$ cat config.mk
export PLATFORM = sky130hd
export DESIGN_NAME = sensor_frame_decoder_core
export DESIGN_NICKNAME = d
export VERILOG_FILES = /design/src/rtl/sfd_pkg.sv /design/src/rtl/sensor_frame_decoder_core.sv /design/src/rtl/sfd_frame_ctl.sv /design/src/rtl/sfd_cal_pipe.sv
export SDC_FILE = /design/constraint.sdc
export NUM_CORES = 2
export LEC_CHECK = 0
export BUFFER_PORTS_ARGS = -buffer_cell sky130_fd_sc_hd__buf_4
export CAP_MARGIN = 10
export CORE_ASPECT_RATIO = 0.6
export CORE_UTILIZATION = 58
export CTS_BUF_LIST = sky130_fd_sc_hd__clkbuf_4 sky130_fd_sc_hd__clkbuf_8
export CTS_CLUSTER_DIAMETER = 200
export DETAILED_ROUTE_END_ITERATION = 7
export PLACE_DENSITY = 0.89
export RECOVER_POWER = 100
export SLEW_MARGIN = 15
export SYNTH_ARGS = -nofsm -noshare
export SYNTH_HDL_FRONTEND = slang
export SYNTH_HIERARCHICAL = 1
export SYNTH_SLANG_ARGS = --single-unit
export TNS_END_PERCENT = 30
$ cat constraint.sdc
create_clock -name clk_i -period 6 [get_ports clk_i]
set_clock_uncertainty 0.05 [all_clocks]
set_input_delay 1.2 -clock clk_i [delete_from_list [all_inputs] [get_ports clk_i]]
set_output_delay 1.2 -clock clk_i [all_outputs]
set_load 0.05 [all_outputs]
$ cat src/rtl/sfd_pkg.sv
package sfd_pkg;

  // Frame buffer depth and the widths that follow from it.
  localparam int unsigned FRAME_BYTES = 64;
  localparam int unsigned CNT_W       = $clog2(FRAME_BYTES + 1);
  localparam int unsigned IDX_W       = $clog2(FRAME_BYTES);
  localparam int unsigned MEM_AW      = IDX_W + 1;
  localparam int unsigned CMP_W       = (CNT_W > 7) ? CNT_W : 7;

  // Fixed field widths.
  localparam int unsigned BYTE_W    = 8;
  localparam int unsigned LEN_W     = 7;
  localparam int unsigned RIDX_W    = 6;
  localparam int unsigned OFFSET_W  = 12;
  localparam int unsigned GAIN_W    = 8;
  localparam int unsigned MULT_W    = GAIN_W + 1;
  localparam int unsigned SAMPLE_W  = 16;
  localparam int unsigned SUM_W     = SAMPLE_W + 1;
  localparam int unsigned PROD_W    = SUM_W + MULT_W;
  localparam int unsigned GAIN_SHIFT = 2;
  localparam int unsigned WAKE_W    = 23;
  localparam int unsigned SEC_W     = 24;
  localparam int unsigned CFG_IDX_W = 2;
  localparam int unsigned CFG_DATA_W = 12;
  localparam int unsigned TDATA_IN_W  = 16;
  localparam int unsigned TDATA_OUT_W = 88;

  localparam logic [SAMPLE_W-1:0] SAMPLE_MAX = 16'hFFFF;
  localparam logic [WAKE_W-1:0]   WAKE_MIN   = 23'd5;
  localparam logic [WAKE_W-1:0]   WAKE_MAX   = WAKE_W'(32'hFFFF_FFFF / 1000);

  localparam logic OP_RECEIVE    = 1'b0;
  localparam logic OP_READ       = 1'b1;
  localparam logic REPLY_SUMMARY = 1'b0;
  localparam logic REPLY_READ    = 1'b1;

  typedef enum logic [CFG_IDX_W-1:0] {
    CFG_CAL_OFFSET = 2'd0,
    CFG_CAL_GAIN   = 2'd1,
    CFG_STORE_EN   = 2'd2
  } cfg_idx_e;

  typedef struct packed {
    logic [OFFSET_W-1:0] cal_offset;
    logic [GAIN_W-1:0]   cal_gain_code;
    logic                store_enable;
  } cfg_t;

  // First pipeline stage: frame bookkeeping done, samples offset but not scaled.
  typedef struct packed {
    logic                reply_kind;
    logic [BYTE_W-1:0]   command_byte;
    logic [LEN_W-1:0]    frame_length;
    logic                sample_updated;
    logic                interval_updated;
    logic [WAKE_W-1:0]   wake_seconds;
    logic [SUM_W-1:0]    sum_primary;
    logic [SUM_W-1:0]    sum_secondary;
    logic                read_hit;
    logic [BYTE_W-1:0]   read_data;
    logic [LEN_W-1:0]    stored_length;
    logic                stored_valid;
  } s1_t;

  // Second pipeline stage: samples multiplied by the gain.
  typedef struct packed {
    logic                reply_kind;
    logic [BYTE_W-1:0]   command_byte;
    logic [LEN_W-1:0]    frame_length;
    logic                sample_updated;
    logic                interval_updated;
    logic [WAKE_W-1:0]   wake_seconds;
    logic [PROD_W-1:0]   prod_primary;
    logic [PROD_W-1:0]   prod_secondary;
    logic [BYTE_W-1:0]   read_data;
    logic [LEN_W-1:0]    stored_length;
    logic                stored_valid;
  } s2_t;

  // Result word, laid out exactly as the output tdata (last member lowest).
  typedef struct packed {
    logic                stored_valid;
    logic [LEN_W-1:0]    stored_length;
    logic [BYTE_W-1:0]   read_data;
    logic [WAKE_W-1:0]   wake_seconds;
    logic                interval_updated;
    logic [SAMPLE_W-1:0] secondary_sample;
    logic [SAMPLE_W-1:0] primary_sample;
    logic                sample_updated;
    logic [LEN_W-1:0]    frame_length;
    logic [BYTE_W-1:0]   command_byte;
  } res_t;

endpackage

$ cat src/rtl/sensor_frame_decoder_core.sv
// A result word is registered in the frame control, multiply and output stages before it leaves.
// Throughput: one input word per cycle; each stage holds its word only while the next is full.
// Bytes not marked last give no result; a frame end or a read gives exactly one.
// Reset (rst_ni, asynchronous, active low) empties the pipeline, clears the frame count,
// head bytes and stored-frame status, sets the wake interval to 5 and store_enable to 1.
module sensor_frame_decoder_core (
  input  logic                               clk_i,
  input  logic                               rst_ni,
  // Input stream.
  input  logic                               s_axis_tvalid,
  output logic                               s_axis_tready,
  // tdata, lowest bit up: frame_byte[7:0], read_index[13:8], zero fill[15:14].
  input  logic [sfd_pkg::TDATA_IN_W-1:0]     s_axis_tdata,
  // tuser: operation (0 receive a byte, 1 read a stored byte).
  input  logic                               s_axis_tuser,
  input  logic                               s_axis_tlast,
  // Output stream.
  output logic                               m_axis_tvalid,
  input  logic                               m_axis_tready,
  // tdata, lowest bit up: command_byte[7:0], frame_length[14:8], sample_updated[15],
  // primary_sample[31:16], secondary_sample[47:32], interval_updated[48],
  // wake_seconds[71:49], read_data[79:72], stored_length[86:80], stored_valid[87].
  output logic [sfd_pkg::TDATA_OUT_W-1:0]    m_axis_tdata,
  // tuser: reply_kind (0 frame summary, 1 read reply).
  output logic                               m_axis_tuser,
  // Configuration write channel.
  input  logic                               cfg_valid_i,
  output logic                               cfg_ready_o,
  input  logic [sfd_pkg::CFG_IDX_W-1:0]      cfg_index_i,
  input  logic [sfd_pkg::CFG_DATA_W-1:0]     cfg_data_i
);
  import sfd_pkg::*;

  // The block is built as three register stages:
  //   frame control  - counts the frame, keeps the first four bytes, writes each byte that fits
  //                    into the receive bank of a two-bank byte memory and reads the stored bank.
  //                    A stored frame is made by swapping the banks, so no copy is needed.
  //                    The offset is added to both raw samples here.
  //   multiply       - each sample sum is multiplied by the gain code plus one.
  //   output         - the product is divided by four, saturated, and held for the sink.
  // Every stage passes its word on when the stage after it is empty or being emptied,
  // so input words keep flowing while a result waits at the output, until all three
  // stages hold result words; then the input stalls as well.

  cfg_t  cfg_q;
  s1_t   s1;
  logic  s1_valid, s1_ready;
  res_t  res;

  // Writes must be issued only while the block is idle; it does not enforce this. All are taken.
  assign cfg_ready_o = 1'b1;

  always_ff @(posedge clk_i or negedge rst_ni) begin
    if (!rst_ni) begin
      cfg_q.cal_offset    <= '0;
      cfg_q.cal_gain_code <= '0;
      cfg_q.store_enable  <= 1'b1;
    end else if (cfg_valid_i) begin
      unique case (cfg_index_i)
        CFG_CAL_OFFSET: cfg_q.cal_offset    <= cfg_data_i[OFFSET_W-1:0];
        CFG_CAL_GAIN:   cfg_q.cal_gain_code <= cfg_data_i[GAIN_W-1:0];
        CFG_STORE_EN:   cfg_q.store_enable  <= cfg_data_i[0];
        default: ;  // Indexes past the register list are ignored.
      endcase
    end
  end

  sfd_frame_ctl u_frame_ctl (
    .clk_i        (clk_i),
    .rst_ni       (rst_ni),
    .cfg_i        (cfg_q),
    .in_valid_i   (s_axis_tvalid),
    .in_ready_o   (s_axis_tready),
    .op_i         (s_axis_tuser),
    .byte_i       (s_axis_tdata[7:0]),
    .last_i       (s_axis_tlast),
    .read_index_i (s_axis_tdata[13:8]),
    .s1_valid_o   (s1_valid),
    .s1_ready_i   (s1_ready),
    .s1_o         (s1)
  );

  sfd_cal_pipe u_cal_pipe (
    .clk_i       (clk_i),
    .rst_ni      (rst_ni),
    .gain_code_i (cfg_q.cal_gain_code),
    .s1_valid_i  (s1_valid),
    .s1_ready_o  (s1_ready),
    .s1_i        (s1),
    .out_valid_o (m_axis_tvalid),
    .out_ready_i (m_axis_tready),
    .out_kind_o  (m_axis_tuser),
    .out_o       (res)
  );

  // The result struct is laid out bit for bit as the output word.
  assign m_axis_tdata = res;

endmodule

$ cat src/rtl/sfd_frame_ctl.sv
module sfd_frame_ctl (
  input  logic                          clk_i,
  input  logic                          rst_ni,
  input  sfd_pkg::cfg_t                 cfg_i,
  input  logic                          in_valid_i,
  output logic                          in_ready_o,
  input  logic                          op_i,
  input  logic [sfd_pkg::BYTE_W-1:0]    byte_i,
  input  logic                          last_i,
  input  logic [sfd_pkg::RIDX_W-1:0]    read_index_i,
  output logic                          s1_valid_o,
  input  logic                          s1_ready_i,
  output sfd_pkg::s1_t                  s1_o
);
  import sfd_pkg::*;

  // Two banks: one receives the current frame, the other holds the stored frame.
  // Storing a frame swaps the banks instead of copying.
  logic [BYTE_W-1:0] mem [2**MEM_AW];
  logic [BYTE_W-1:0] rdata_q;

  logic [CNT_W-1:0]  cnt_q, cnt_d;
  logic [BYTE_W-1:0] head_q [4];
  logic [BYTE_W-1:0] head_d [4];
  logic [BYTE_W-1:0] head_nx [4];
  logic              bank_q, bank_d;
  logic [CNT_W-1:0]  scount_q, scount_d;
  logic              sflag_q, sflag_d;
  logic [WAKE_W-1:0] wake_q, wake_d;
  logic              s1_valid_q;
  s1_t               s1_q, s1_d;

  logic              fire, is_rx, is_rd, frame_end, keep, has_result;
  logic [CNT_W-1:0]  len_nx;
  logic [SEC_W-1:0]  sec;
  logic [WAKE_W-1:0] sec_clamped;
  logic [CMP_W-1:0]  rd_idx_ext;
  logic              rd_hit;
  logic [MEM_AW-1:0] waddr, raddr;

  assign in_ready_o = !s1_valid_q || s1_ready_i;
  assign fire       = in_valid_i && in_ready_o;
  assign is_rx      = fire && (op_i == OP_RECEIVE);
  assign is_rd      = fire && (op_i == OP_READ);
  assign frame_end  = is_rx && last_i;
  assign has_result = frame_end || is_rd;
  assign keep       = cnt_q < CNT_W'(FRAME_BYTES);
  assign len_nx     = keep ? cnt_q + CNT_W'(1) : cnt_q;

  assign waddr      = {~bank_q, cnt_q[IDX_W-1:0]};
  assign raddr      = {bank_q, IDX_W'(read_index_i)};
  assign rd_idx_ext = CMP_W'(read_index_i);
  assign rd_hit     = rd_idx_ext < CMP_W'(scount_q);

  always_comb begin
    head_nx = head_q;
    if (keep && (cnt_q < CNT_W'(4))) begin
      head_nx[cnt_q[1:0]] = byte_i;
    end
  end

  assign sec = {head_nx[3], head_nx[2], head_nx[1]};

  always_comb begin
    if (sec < SEC_W'(WAKE_MIN)) begin
      sec_clamped = WAKE_MIN;
    end else if (sec > SEC_W'(WAKE_MAX)) begin
      sec_clamped = WAKE_MAX;
    end else begin
      sec_clamped = sec[WAKE_W-1:0];
    end
  end

  always_comb begin
    cnt_d    = cnt_q;
    head_d   = head_q;
    bank_d   = bank_q;
    scount_d = scount_q;
    sflag_d  = sflag_q;
    wake_d   = wake_q;
    if (is_rx) begin
      cnt_d  = len_nx;
      head_d = head_nx;
      if (last_i) begin
        cnt_d  = '0;
        head_d = '{default: '0};
        if (len_nx == CNT_W'(4)) begin
          wake_d = sec_clamped;
        end
        if (cfg_i.store_enable) begin
          bank_d   = ~bank_q;
          scount_d = len_nx;
          sflag_d  = 1'b1;
        end
      end
    end
  end

  always_comb begin
    s1_d = '0;
    if (op_i == OP_READ) begin
      s1_d.reply_kind    = REPLY_READ;
      s1_d.wake_seconds  = wake_q;
      s1_d.read_hit      = rd_hit;
      s1_d.stored_length = LEN_W'(scount_q);
      s1_d.stored_valid  = sflag_q;
    end else begin
      s1_d.reply_kind       = REPLY_SUMMARY;
      s1_d.command_byte     = head_nx[0];
      s1_d.frame_length     = LEN_W'(len_nx);
      s1_d.sample_updated   = len_nx >= CNT_W'(4);
      s1_d.interval_updated = len_nx == CNT_W'(4);
      s1_d.wake_seconds     = wake_d;
      s1_d.sum_primary      = SUM_W'({head_nx[0], head_nx[1]}) + SUM_W'(cfg_i.cal_offset);
      s1_d.sum_secondary    = SUM_W'({head_nx[2], head_nx[3]}) + SUM_W'(cfg_i.cal_offset);
      s1_d.stored_length    = LEN_W'(scount_d);
      s1_d.stored_valid     = sflag_d;
    end
  end

  always_ff @(posedge clk_i) begin
    if (is_rx && keep) begin
      mem[waddr] <= byte_i;
    end
    if (is_rd) begin
      rdata_q <= mem[raddr];
    end
  end

  always_ff @(posedge clk_i or negedge rst_ni) begin
    if (!rst_ni) begin
      cnt_q      <= '0;
      head_q     <= '{default: '0};
      bank_q     <= 1'b0;
      scount_q   <= '0;
      sflag_q    <= 1'b0;
      wake_q     <= WAKE_MIN;
      s1_valid_q <= 1'b0;
    end else begin
      cnt_q    <= cnt_d;
      head_q   <= head_d;
      bank_q   <= bank_d;
      scount_q <= scount_d;
      sflag_q  <= sflag_d;
      wake_q   <= wake_d;
      if (has_result) begin
        s1_valid_q <= 1'b1;
      end else if (s1_ready_i) begin
        s1_valid_q <= 1'b0;
      end
    end
  end

  always_ff @(posedge clk_i) begin
    if (has_result) begin
      s1_q <= s1_d;
    end
  end

  // Read data comes from the registered memory port, or is zero past the stored length.
  always_comb begin
    s1_o           = s1_q;
    s1_o.read_data = s1_q.read_hit ? rdata_q : '0;
  end

  assign s1_valid_o = s1_valid_q;

endmodule

$ cat src/rtl/sfd_cal_pipe.sv
module sfd_cal_pipe (
  input  logic                        clk_i,
  input  logic                        rst_ni,
  input  logic [sfd_pkg::GAIN_W-1:0]  gain_code_i,
  input  logic                        s1_valid_i,
  output logic                        s1_ready_o,
  input  sfd_pkg::s1_t                s1_i,
  output logic                        out_valid_o,
  input  logic                        out_ready_i,
  output logic                        out_kind_o,
  output sfd_pkg::res_t               out_o
);
  import sfd_pkg::*;

  logic              v2_q, v3_q, rdy2, rdy3;
  s2_t               s2_q, s2_d;
  res_t              res_q, res_d;
  logic              kind_q;
  logic [MULT_W-1:0] mult;

  assign rdy3       = !v3_q || out_ready_i;
  assign rdy2       = !v2_q || rdy3;
  assign s1_ready_o = rdy2;
  assign mult       = MULT_W'(gain_code_i) + MULT_W'(1);

  always_comb begin
    s2_d.reply_kind       = s1_i.reply_kind;
    s2_d.command_byte     = s1_i.command_byte;
    s2_d.frame_length     = s1_i.frame_length;
    s2_d.sample_updated   = s1_i.sample_updated;
    s2_d.interval_updated = s1_i.interval_updated;
    s2_d.wake_seconds     = s1_i.wake_seconds;
    s2_d.prod_primary     = PROD_W'(s1_i.sum_primary) * PROD_W'(mult);
    s2_d.prod_secondary   = PROD_W'(s1_i.sum_secondary) * PROD_W'(mult);
    s2_d.read_data        = s1_i.read_data;
    s2_d.stored_length    = s1_i.stored_length;
    s2_d.stored_valid     = s1_i.stored_valid;
  end

  function automatic logic [SAMPLE_W-1:0] scale_sat(logic [PROD_W-1:0] prod, logic ok);
    logic [PROD_W-1:0] q;
    q = prod >> GAIN_SHIFT;
    if (!ok) begin
      return '0;
    end else if (q > PROD_W'(SAMPLE_MAX)) begin
      return SAMPLE_MAX;
    end
    return q[SAMPLE_W-1:0];
  endfunction

  always_comb begin
    res_d.command_byte     = s2_q.command_byte;
    res_d.frame_length     = s2_q.frame_length;
    res_d.sample_updated   = s2_q.sample_updated;
    res_d.primary_sample   = scale_sat(s2_q.prod_primary, s2_q.sample_updated);
    res_d.secondary_sample = scale_sat(s2_q.prod_secondary, s2_q.sample_updated);
    res_d.interval_updated = s2_q.interval_updated;
    res_d.wake_seconds     = s2_q.wake_seconds;
    res_d.read_data        = s2_q.read_data;
    res_d.stored_length    = s2_q.stored_length;
    res_d.stored_valid     = s2_q.stored_valid;
  end

  always_ff @(posedge clk_i or negedge rst_ni) begin
    if (!rst_ni) begin
      v2_q <= 1'b0;
      v3_q <= 1'b0;
    end else begin
      if (rdy2) begin
        v2_q <= s1_valid_i;
      end
      if (rdy3) begin
        v3_q <= v2_q;
      end
    end
  end

  always_ff @(posedge clk_i) begin
    if (rdy2 && s1_valid_i) begin
      s2_q <= s2_d;
    end
    if (rdy3 && v2_q) begin
      res_q  <= res_d;
      kind_q <= s2_q.reply_kind;
    end
  end

  assign out_valid_o = v3_q;
  assign out_kind_o  = kind_q;
  assign out_o       = res_q;

endmodule

**Word level (Yosys, flattened, before mapping)**

Memories as Yosys holds them, arrays and structs flattened. A register that Yosys moved wholly into a read port is not among the register bits.
Index checks and enable logic that the tools add are counted.

- Add/sub/neg operators: 4
- Multiply operators: 2
- Order comparisons: 10
- Equality and inequality tests: 3
- Mux-type cells: 35
- Bitwise operators: 3
- Reductions and logical operators: 22

Operators by type and width:

| operator | count |
|---|---|
| $mux 23 | 6 |
| $mux 16 | 6 |
| $mux 32 | 2 |
| $mul 17x9->26 | 2 |
| $gt 24x16->1 const B | 2 |
| $mux 7 | 5 |
| $add 16x12->17 | 2 |
| $bwmux 32 | 1 |
| $gt 24x23->1 const B | 1 |
| $lt 24x3->1 const B | 1 |
| $demux 8 s2 | 1 |
| $mux 8 | 2 |
| $mux 1 | 12 |
| $add 8x1->9 const B | 1 |
| $logic_and 1x1->1 | 9 |
| $add 7x1->7 const B | 1 |
| $eq 7x3->1 const B | 1 |
| $ge 7x3->1 const B | 1 |
| $lt 6x7->1 | 1 |
| $lt 7x3->1 const B | 1 |
| $lt 7x7->1 const B | 1 |
| $reduce_and 2->1 | 3 |
| $logic_or 1x1->1 | 4 |
| $ge 3x3->1 const B | 1 |
| 9 further kinds | 12 |

- Flip-flop bits (word level): 377
- RAM bits: 1024
- Input port bits: 37
- Output and inout bits: 92
- Word-level logic and storage cells: 128
- Memories: 1

Memories:

| memory | words | width | read ports | clocked after Yosys merged registers in | write ports | line | source |
|---|---|---|---|---|---|---|---|
| u_frame_ctl.mem | 128 | 8 | 1 | 1 | 1 | sfd_frame_ctl.sv:19 | `logic [BYTE_W-1:0] mem [2**MEM_AW];` |

**Logic depth before layout (Yosys ltp)**

- Word-level depth: 14
- Gate-level depth with buffers: 24
- Gate-level depth less buffers: 21

**Modules after synthesis**

Netlist, hierarchy kept.

Modules (own cells, without submodules):

| module | times used | cells each | area an instance (µm²) | sequential area each (µm²) |
|---|---|---|---|---|
| sfd_frame_ctl | 1 | 2530 | 47723.3 | 35316.4 |
| sfd_cal_pipe | 1 | 1384 | 16046.6 | 5875.6 |
| sensor_frame_decoder_core | 1 | 48 | 823.3 | 526.8 |

**Worst setup path before layout**

OpenSTA, ideal clock, no wires.

- Path type: reg2reg
- Start: reg cfg_q[1] (netlist bit)
- End: reg u_cal_pipe/s2_q[66] (netlist bit), data pin
- Library setup time: 0.266 ns
- Arrival: 5.272 ns
- Data required time: 5.684 ns
- Slack: 0.412 ns
- Stages on the path, launching flop included: 22
- Path buffers: 3
- Clock period less this slack: 5.588 ns
- Cells stage by stage: dfrtp_1 > ha_1 > nand3_1 > nor2_1 > and3_1 > clkbuf_1 > clkbuf_1 > and2_1 > fa_1 > fa_1 > fa_1 > inv_1 > fa_1 > inv_1 > ha_1 > buf_6 > a21o_1 > a21oi_1 > or3b_1 > a31o_1 > a2111oi_2 > nor3b_1

RTL lines:

| element | line | source |
|---|---|---|
| from (decl) | sensor_frame_decoder_core.sv:45 | `cfg_t cfg_q;` |
| to (signal assigned) | sfd_cal_pipe.sv:80 | `s2_q <= s2_d;` |
| to (decl) | sfd_cal_pipe.sv:16 | `s2_t s2_q, s2_d;` |

==> results.py <==
metrics = {
    "grt": {
        "first_global_vias": 37370,
        "antenna_found_initial": 9,
        "grt.overflow.total": 0,
        "grt_usage_pct": 28.02,
        "grt_pass1_wl_mm": 233.1,
        "grt_max_degree": 93,
    },
    "timing": {
        "hold_viol": 0,
        "setup_violations": 0,
        "relSlewSlack_pct": -175.0,
        "maxSlewViolCount": 1591,
        "fin_crit_sh_pct": 97.23,
        "worst-slew-pin-transition_ps": 4125,
        "fin_crit_ps": 5834,
        "fmax_mhz": 171.4,
        "setup_ws_ps": 166.3,
        "finalSetupTns_ps": 0,
    },
    "min_path": {
        "hold_depth": 0,
        "hp-class": "flip-flop to flip-flop",
        "worstHoldStart": "u_frame_ctl/s1_o[66]",
        "min_to": "u_cal_pipe/res_d[64]",
    },
    "place": {
        "gp_congestion": 0.9733,
        "port_buffers": 125,
        "dp_slack_ps": 75.09,
        "hpwl_mm": 101.7,
    },
    "die": {
        "chipWidth_um": 432.8,
        "rows": 94,
        "die_area_mm2": 0.1127,
        "start_util_pct": 58.74,
        "dieHeight_um": 260.5,
        "io_pins": 129,
        "coreArea_mm2": 0.1100,
    },
    "clocking": {
        "cts_buffers": 189,
        "clk_pin_slew_ps": 80,
        "cts_tree": "done",
        "cts.sink_count": 1405,
        "htree_levels": 4,
        "clk_path_buf_depth": 3,
        "clk_latency_ps": 920,
        "cts-root-buf": "clkbuf_8",
    },
    "cells_and_area": {
        "syn_to_final_growth_pct": 9.397,
        "drive_gt1_share_pct": 17.06,
        "final_common_cell": "edfxtp_1",
        "final_nets": 4535,
        "final_cell_mix": "edfxtp_1 (1,310), inv_1 (273), mux4_2 (256)",
    },
    "pwr": {
        "powerDensity_mw_per_mm2": 455.0,
        "ir_drop_uv": 770.8,
        "cellLeakagePower_nw": 25.01,
    },
    "synthesis": {
        "syn_avg_cell_area_um2": 16.30,
        "synth.distinct_cells": 86,
        "synth_nets": 4337,
        "synth_edf_count": 1310,
        "yosysWarnings": 6,
        "ys_seq_elements": 1405,
        "async_flop_share_pct": 6.762,
        "syn_area_mm2": 0.06459,
        "synth_cells": 3962,
        "seq_area_frac_synth_pct": 64.59,
        "synth-main-ff-cell": "edfxtp_1",
    },
    "run": {
        "cap_violations": 33,
    },
    "drt": {
        "dr.pass1.iters": 6,
        "avgRoutedWirePerCell_um": 27.11,
        "dr_total_vias": 37690,
        "routed_wl_mm": 157.3,
        "drt_iter0_drc": 5962,
        "drc_errors": 0,
        "antenna_left": 0,
        "vias_per_cell": 6.495,
    },
    "setup_path": {
        "r2r-start": "cfg_q[1]",
        "worstSetupEndpointType": "flip-flop",
        "reg2reg_depth": 17,
        "arrival_ps": 6400,
        "cp-start-kind": "flip-flop",
        "crit_type": "flip-flop to flip-flop",
        "crit_fanout": 34,
        "rr_endpoint": "u_cal_pipe/s2_q[66]",
        "r2r_slack_ps": 170,
        "worstPathRequired_ps": 6560,
    },
    "status": {
        "violations": "capacitance limit, slew limit",
        "status": "complete, but fails checks",
    },
}
synth_stat cells, drive strengths merged (16+ instances only):
| cell type | count | area (um2) |
|---|---|---|
| ha | 124 | 1551 |
| o31ai | 18 | 135.1 |
| nor3 | 25 | 130.1 |
| a21o | 27 | 205.2 |
| mux2 | 62 | 698.2 |
| mux2i | 37 | 370.4 |
| a22o | 39 | 341.6 |
| and2 | 190 | 1189 |
| o21ai | 95 | 483.0 |
| a221oi | 16 | 140.1 |
| o22ai | 43 | 275.3 |
| a22oi | 32 | 240.2 |
| clkbuf | 120 | 450.4 |
| edfxtp | 1310 | 39340 |
| mux4 | 256 | 5766 |
| a211oi | 23 | 177.7 |
| buf | 73 | 405.4 |
| nand3 | 44 | 220.2 |
| dfrtp | 92 | 2302 |
| nor2b | 27 | 168.9 |
| nor2 | 226 | 848.3 |
| nand2 | 194 | 728.2 |
| o41a | 32 | 360.4 |
| fa | 214 | 4284 |
| a21oi | 72 | 367.9 |
| inv | 273 | 1025 |
| xnor2 | 42 | 367.9 |
| xor2 | 26 | 227.7 |
| nand2b | 59 | 369.1 |
sequential cells by signal, summed over array words and instances, names as in the netlist, 7 cells and up:
name	cells
u_cal_pipe/res_d	56
u_frame_ctl/mem	1024
u_cal_pipe/out_o	88
u_frame_ctl/rdata_q	8
u_cal_pipe/s2_q	49
u_frame_ctl/s1_o	84
cfg_q	21
u_frame_ctl/wake_q	23
u_frame_ctl/scount_q	7
u_frame_ctl/head_q	32
u_frame_ctl/cnt_q	7
worst max-delay path, cell delays in order, from the launching register on:
cell	delay, ps
dfrtp_2	400
buf_4	350
nand3_1	240
xnor2_2	240
buf_12	230
and2_1	170
fa_1	430
fa_1	480
fa_1	550
inv_1	70
fa_1	550
inv_1	50
ha_1	370
a211o_1	330
or3_1	370
a31o_1	260
a2111oi_2	310
nor3b_1	90
layer usage:
metal  share of wire [%]  GRT usage, %
met1                  38         40.90
met3                  15         8.796
met4                 3.7         10.41
met5                0.11        0.9668
met2                  44         39.76
through the flow:
stage | power [mW] | area, um2 | utilization [%] | hold slack [ps] | cells
floorplan | 21.60 | 64590 | - | 350.3 | 3962
global placement | 24.26 | 67260 | 61.17 | 350.8 | 5448
detailed placement | 24.77 | 67260 | 61.17 | 354.5 | 5448
CTS | 32.01 | 71010 | 64.58 | 280.3 | 5788
global route | 34.07 | 70660 | 64.25 | 317.0 | 5801
finish | 32.15 | 70660 | 64.26 | 308.0 | 5803
logic make-up (layout without fill, tap and decap cells):
logic type | after synthesis | in the layout | share of synthesized area, %
DFF | 1405 | 1405 | 64.59
buffers and inverters | 466 | 813 | 2.911
and+or+nand+nor | 845 | 845 | 6.596
muxes | 355 | 355 | 10.58
AOI/OAI and AO/OA | 484 | 484 | 5.364
adders and majority gates | 338 | 338 | 9.034
xor gates and xnor gates | 68 | 68 | 0.9220
other | 1 | 7 | 0.005806
cell type report:
cell class                 instances  area [um2]
clock inverter                    81       598.1
sequential                      1405       41720
clock buffer                     259        3146
multi-input combinational       2091       21070
tap                             1488        1862
timing repair buffer             200        1224
antenna                            6       15.01
inverter                         273        1025
fill                            7022       39310
where the power goes:
group / total [mW] / internal [mW] / switching [mW]
registers: 12.2 / 11.8 / 0.376
clock network: 7.27 / 3.65 / 3.61
logic: 12.7 / 5.07 / 7.61
worst max-delay path by stage:
stage / start / end / slack (ps) / cells past startpoint
4_1_cts: cfg_q[1] / u_cal_pipe/s2_q[67] / 30 / 22
5_1_grt: cfg_q[5] / u_cal_pipe/s2_q[34] / -30 / 20
2_1_floorplan: cfg_q[1] / u_cal_pipe/s2_q[66] / 410 / 21
3_5_place_dp: cfg_q[1] / u_cal_pipe/s2_q[67] / 80 / 22
3_3_place_gp: cfg_q[2] / u_cal_pipe/s2_q[66] / 220 / 19
6_report: cfg_q[1] / u_cal_pipe/s2_q[66] / 170 / 17
repair_timing:
| action | CTS | global route |
|---|---|---|
| cloned | 0 | 2 |
| hold endpoints to repair | 0 | 0 |
| setup buffers | 0 | 5 |
| resized for setup | 2 | 16 |
| pin swaps | 0 | 4 |
| setup endpoints to repair | 1 | 13 |
| hold buffers | 0 | 0 |
Power figures use the tool's default switching activity.
